<file path="src/rtl/core/soe_pkg.sv">
// Shared types and constants for the set operation engine.
// No dependencies; imported by every module of the block.
package soe_pkg;

   localparam int MAX_ELEMS = 32;
   localparam int ADDR_W    = $clog2(MAX_ELEMS);
   localparam int CNT_W     = $clog2(MAX_ELEMS + 1);

   // Actions carried by an input beat
   localparam logic [2:0] ACT_LOAD_A = 3'd0;
   localparam logic [2:0] ACT_LOAD_B = 3'd1;
   localparam logic [2:0] ACT_QUERY  = 3'd2;
   localparam logic [2:0] ACT_RUN    = 3'd3;
   localparam logic [2:0] ACT_CLEAR  = 3'd4;

   // Operation modes
   localparam logic [1:0] MODE_UNION = 2'd0;
   localparam logic [1:0] MODE_INTER = 2'd1;
   localparam logic [1:0] MODE_DIFF  = 2'd2;

   // Result kinds
   localparam logic [1:0] KIND_ELEM     = 2'd0;
   localparam logic [1:0] KIND_MEMBER   = 2'd1;
   localparam logic [1:0] KIND_EMPTY    = 2'd2;
   localparam logic [1:0] KIND_OVERFLOW = 2'd3;

   typedef enum logic [3:0] {
      ST_IDLE,
      ST_SORT_RD,
      ST_SORT_INS,
      ST_LIST,
      ST_SCAN_RD,
      ST_SCAN_CMP,
      ST_SCAN_DEC,
      ST_QRY_RD,
      ST_QRY_CMP,
      ST_FIN
   } state_type;

   // Control broadcast to every sorting cell
   typedef struct packed {
      logic clear;
      logic insert;
      logic compare;
   } cell_ctl_type;

endpackage

</file>
<file path="src/rtl/core/soe_cell.sv">
// One cell of the sorting row: holds one element of the sorted set.
// Depends on soe_pkg for the control struct.
module soe_cell import soe_pkg::*; (
   input  logic                clock,
   input  logic                reset,
   input  cell_ctl_type        ctl,
   input  logic signed [31:0]  ins_value,
   input  logic signed [31:0]  target,
   input  logic signed [31:0]  prev_value,
   input  logic                prev_valid,
   input  logic                prev_lt,
   output logic signed [31:0]  value,
   output logic                valid,
   output logic                lt,
   output logic                match
);

   logic signed [31:0] value_ff, value_in;
   logic               valid_ff, valid_in;
   logic               match_ff, match_in;

   // an empty cell counts as plus infinity
   assign lt = !valid_ff || (ins_value < value_ff);

   // shift right behind the insertion point, take the new beat at it
   always_comb begin
      value_in = value_ff;
      valid_in = valid_ff;
      match_in = match_ff;
      if (ctl.clear) begin
         valid_in = 1'b0;
      end else if (ctl.insert) begin
         if (prev_lt) begin
            value_in = prev_value;
            valid_in = prev_valid;
         end else if (lt) begin
            value_in = ins_value;
            valid_in = 1'b1;
         end
      end
      if (ctl.compare) begin
         match_in = valid_ff && (value_ff == target);
      end
   end

   always_ff @(posedge clock) begin
      if (reset) begin
         valid_ff <= 1'b0;
         match_ff <= 1'b0;
      end else begin
         valid_ff <= valid_in;
         match_ff <= match_in;
      end
      value_ff <= value_in;
   end

   assign value = value_ff;
   assign valid = valid_ff;
   assign match = match_ff;

endmodule

</file>
<file path="config.mk">
export PLATFORM = sky130hd
export DESIGN_NAME = soe_cell
export DESIGN_NICKNAME = d
export VERILOG_FILES = /design/src/rtl/core/soe_pkg.sv /design/src/rtl/core/soe_cell.sv
export SDC_FILE = /design/constraint.sdc
export NUM_CORES = 1
export LEC_CHECK = 0
export BUFFER_PORTS_ARGS = -buffer_cell sky130_fd_sc_hd__buf_2
export CAP_MARGIN = 20
export CORE_MARGIN = 2
export CORE_UTILIZATION = 46
export DETAILED_ROUTE_END_ITERATION = 8
export PLACE_DENSITY = 0.81
export SLEW_MARGIN = 15
export SYNTH_ARGS = -nofsm -noshare
export SYNTH_HDL_FRONTEND = slang
export SYNTH_SLANG_ARGS = --single-unit
</file>
<file path="constraint.sdc">
create_clock -name clock -period 3.57 [get_ports clock]
set_input_delay 0.5355 -clock clock [delete_from_list [all_inputs] [get_ports clock]]
set_output_delay 0.5355 -clock clock [all_outputs]
set_load 0.05 [all_outputs]
</file>
==> metrics list <==
* Outcome: completed
- Average wire per cell in the routed design: 14.58 um
- The die is 79.09 um tall.
- Wire length of the first global-routing pass: 10210 um
- For the worst-skew pair, the clock arrives at the later sink with an insertion delay of 0.28 ns.
- Setup violations remaining at the end of the flow were counted as 0.
- Counting along the longest clock path gives a buffer depth of 2.
* Cell internal pwr: 734.2 uW
- TritonCTS built the clock tree.
- For this design the ratio of total power to cell area is 309.0 nW/um^2.
- Synth Area in Simple Gates: 0.09117
* Cell area after placement: 3382 sq um
- Proportion of layout cells with a drive suffix above 1: 0.4646
* Final Slew Violations: 0
- Counting every sink on the clock net gives 34.
* CTS Hold Bufs: 0
- Net Count, Synth: 373
* Fill cell instance count of the final layout: 499
- Cells after synthesis: 239
* Number of buffer cells added on primary ports: 137
* Setup repair after global routing missed its margin: false
- Largest net degree at the start of global routing: 34
- Number of standard-cell rows in the floorplan: 27
- Xor and xnor area share after synthesis: 0.1081
- Counting flops with a built-in enable in the synthesized netlist gives 32.
- Number of inserted diodes: 0
- Via count of the first global-routing pass: 2241
- Of the total power, the share spent switching nets is 0.3130.
- Die Footprint: 6255 sq um
* Min setup slack post-route: 0.3997 ns
- Weighted congestion at the end of routability-driven global placement: 0.7993
* Number of DRC violations after detailed routing: 0
* Post-CTS resize count: 0
- In this run the static leakage power is 1.679 nW.
- Buffers inserted by post-CTS timing repair: 0
* Iteration-0 DRC Markers: 72
- Cells taking the most area after synthesis: sky130_fd_sc_hd__edfxtp_1, sky130_fd_sc_hd__ha_1, sky130_fd_sc_hd__mux2_2
- Clock tree root buffer cell: sky130_fd_sc_hd__clkbuf_8
* Highest-count cells in the layout ignoring fill and taps: sky130_fd_sc_hd__buf_2, sky130_fd_sc_hd__inv_1, sky130_fd_sc_hd__mux2_2, sky130_fd_sc_hd__edfxtp_1, sky130_fd_sc_hd__ha_1
- Max-cap violations: 0
* Worst Setup Slack post-DPL: 0.4855 ns
* Initial core utilization: 0.4739
- The count of nets left with antenna violations once routing finished came out at 0.
- In the finished design, the share of the clock period the worst path needs comes to 0.8880.
* Sort of element at the start of the critical path: flip-flop
- Clock group share of total power: 0.252
* Most instantiated flip-flop cell in the synthesis netlist: sky130_fd_sc_hd__edfxtp_1
- For the pin with the worst max-slew slack, the measured transition is 0.7434 ns.
* Main combinational cell family by area after synthesis: adder cells
- Detailed placement finished with a half-perimeter wire length of 5496 um.
- Synthesized area per cell: 10.85 sq um
- VDD sags by at most 0.1520 mV.
* # nets final: 515
- The share of total power dissipated in sequential elements is 0.450.
* Adder-cell share of the synthesized area: 0.1495
- Of the post-synthesis cell area, the dominant cell type holds 0.3705.
- The worst setup path is captured at an output port.
- Combinational group share of total power: 0.298
* Proportion of synthesized area in mux cells: 0.1433
- Measured along the x axis, the die boundary spans 79.09 um.
* Post-detailed-routing wire length: 6605 um
* Mapped Area: 2594 sq um
- Measured on the finished design, the core utilization comes to 0.6319.
- The largest total area in the synthesized netlist belongs to sky130_fd_sc_hd__edfxtp_1.
* Finished layout cell area: 3458 sq um
- Buffers inserted during clock tree synthesis total 5.
- The initial antenna violation count was 0.
* Worst relative slew slack: 0.5044
- Most common cell after layout, fill and taps aside: sky130_fd_sc_hd__buf_2
- The core region is 5473 sq um.
- The compound-cell area share of the yosys netlist is 0.06995.
- Total routing resource utilization after global routing: 0.2139
- The share of the Yosys chip area taken by registers is 0.3859.
* Library cells used by synthesis: 31
- The clock tree synthesis step divided the H-tree into 2 levels.
- Clock Skews: 0.008077 ns
- Total number of yosys warnings: 0
- Across all layers, the routed design uses 2239 vias.
- Type of the worst setup path: reg2out
- The final hold violation count was 0.
* Highest attainable clock frequency: 315.4 MHz
- Data arrival time of the critical path: 2.63 ns
- The area growth from synthesis to layout is 33.33%.
- Using the TritonRoute via totals, the vias-per-cell ratio works out to 4.943.
- Yosys reg bits: 34
- Overall overflow remaining after global route: 0
- Largest fanout on the critical path: 3
- The first detailed-routing pass took 4 iterations.
- Data on the critical path is required at its endpoint by 3.03 ns.
* Async set-or-reset flop fraction in the synthesized netlist: 0
- Switching power: 334.4 uW
* Final period demand of the worst path: 3.170 ns
- The tightest min-delay check is of the in2reg type.
- After clock tree synthesis, the clock-pin slew on the worst setup and hold paths is 0.07 ns.
- Setup total negative slack on the finished layout was measured at 0 ns.
* Number of primary I/O pins: 138
## metal layers
metal	wire, um	global-route usage	vias up	share of wire
li1	-	-	1152	-
met1	2984	0.2627	998	0.45
met2	3222	0.3881	87	0.49
met3	379	0.04773	2	0.057
met4	19	0.03621	0	0.0029
met5	0	0	-	0
## cell usage after synthesis (2+ instances only)
library cell,instances
sky130_fd_sc_hd__nand4_1,11
sky130_fd_sc_hd__a21oi_1,15
sky130_fd_sc_hd__nand3_1,2
sky130_fd_sc_hd__ha_1,31
sky130_fd_sc_hd__dfxtp_1,2
sky130_fd_sc_hd__edfxtp_1,32
sky130_fd_sc_hd__clkbuf_1,4
sky130_fd_sc_hd__nor3_1,3
sky130_fd_sc_hd__inv_1,32
sky130_fd_sc_hd__nor4_1,6
sky130_fd_sc_hd__xnor2_1,12
sky130_fd_sc_hd__nand2b_1,4
sky130_fd_sc_hd__xor2_1,20
sky130_fd_sc_hd__mux2_2,32
sky130_fd_sc_hd__a31oi_1,2
sky130_fd_sc_hd__nor2_1,3
sky130_fd_sc_hd__nand2_1,11
sky130_fd_sc_hd__o21ai_0,4
## sequential cells by signal, indices dropped and copies added (netlist names)
| name | count |
|---|---|
| match | 1 |
| valid | 1 |
| value | 32 |
## final cells by class
type	instances	area [sq um]	share of cell area
clock buffer	7	76.32	0.02207
sequential	34	1001	0.2894
multi-input combinational	169	1458	0.4215
inverter	32	120.1	0.03473
timing repair buffer	139	713.2	0.2062
tap	72	90.09	0.02605
## worst paths after layout
check / startpoint / endpoint / slack [ns] / cells past startpoint
min: ctl[2] / valid / 0.43 / 2
min reg2reg: match / match / 0.48 / 2
max: value[7] / lt / 0.40 / 8
max reg2reg: value[30] / value[30] / 0.72 / 9
## cell families after synthesis
logic type      after synthesis
fa+ha+maj                    31
mux                          33
flops                        34
compound gates               29
simple gates                 44
xor+xnor                     32
buf+inv                      36
## power groups by stage
stage	logic [mW]	clock network (mW)	registers (mW)
after floorplan	0.137	0	0.551
after global placement	0.314	0	0.489
after detailed placement	0.320	0	0.490
after CTS	0.322	0.275	0.481
after global routing	0.351	0.290	0.484
final	0.319	0.269	0.481
## worst max-delay path, cell delays in order, from the launching register on
cell                       delay, ns
sky130_fd_sc_hd__edfxtp_1       0.39
sky130_fd_sc_hd__inv_1          0.06
sky130_fd_sc_hd__ha_1           0.31
sky130_fd_sc_hd__nand4_1        0.11
sky130_fd_sc_hd__o311a_1        0.38
sky130_fd_sc_hd__o41ai_2        0.41
sky130_fd_sc_hd__a31oi_1        0.15
sky130_fd_sc_hd__mux2_1         0.32
sky130_fd_sc_hd__buf_2          0.21
## metrics by stage
step | total power [mW] | cells | hold WS (ns)
global placement | 0.8029 | 446 | 0.4527
finish | 1.069 | 453 | 0.4301
detailed placement | 0.8096 | 446 | 0.4599
CTS | 1.078 | 453 | 0.4165
floorplan | 0.6880 | 239 | 0.6046
global route | 1.125 | 453 | 0.4231
No activity file was read; power rests on OpenSTA's default activity.
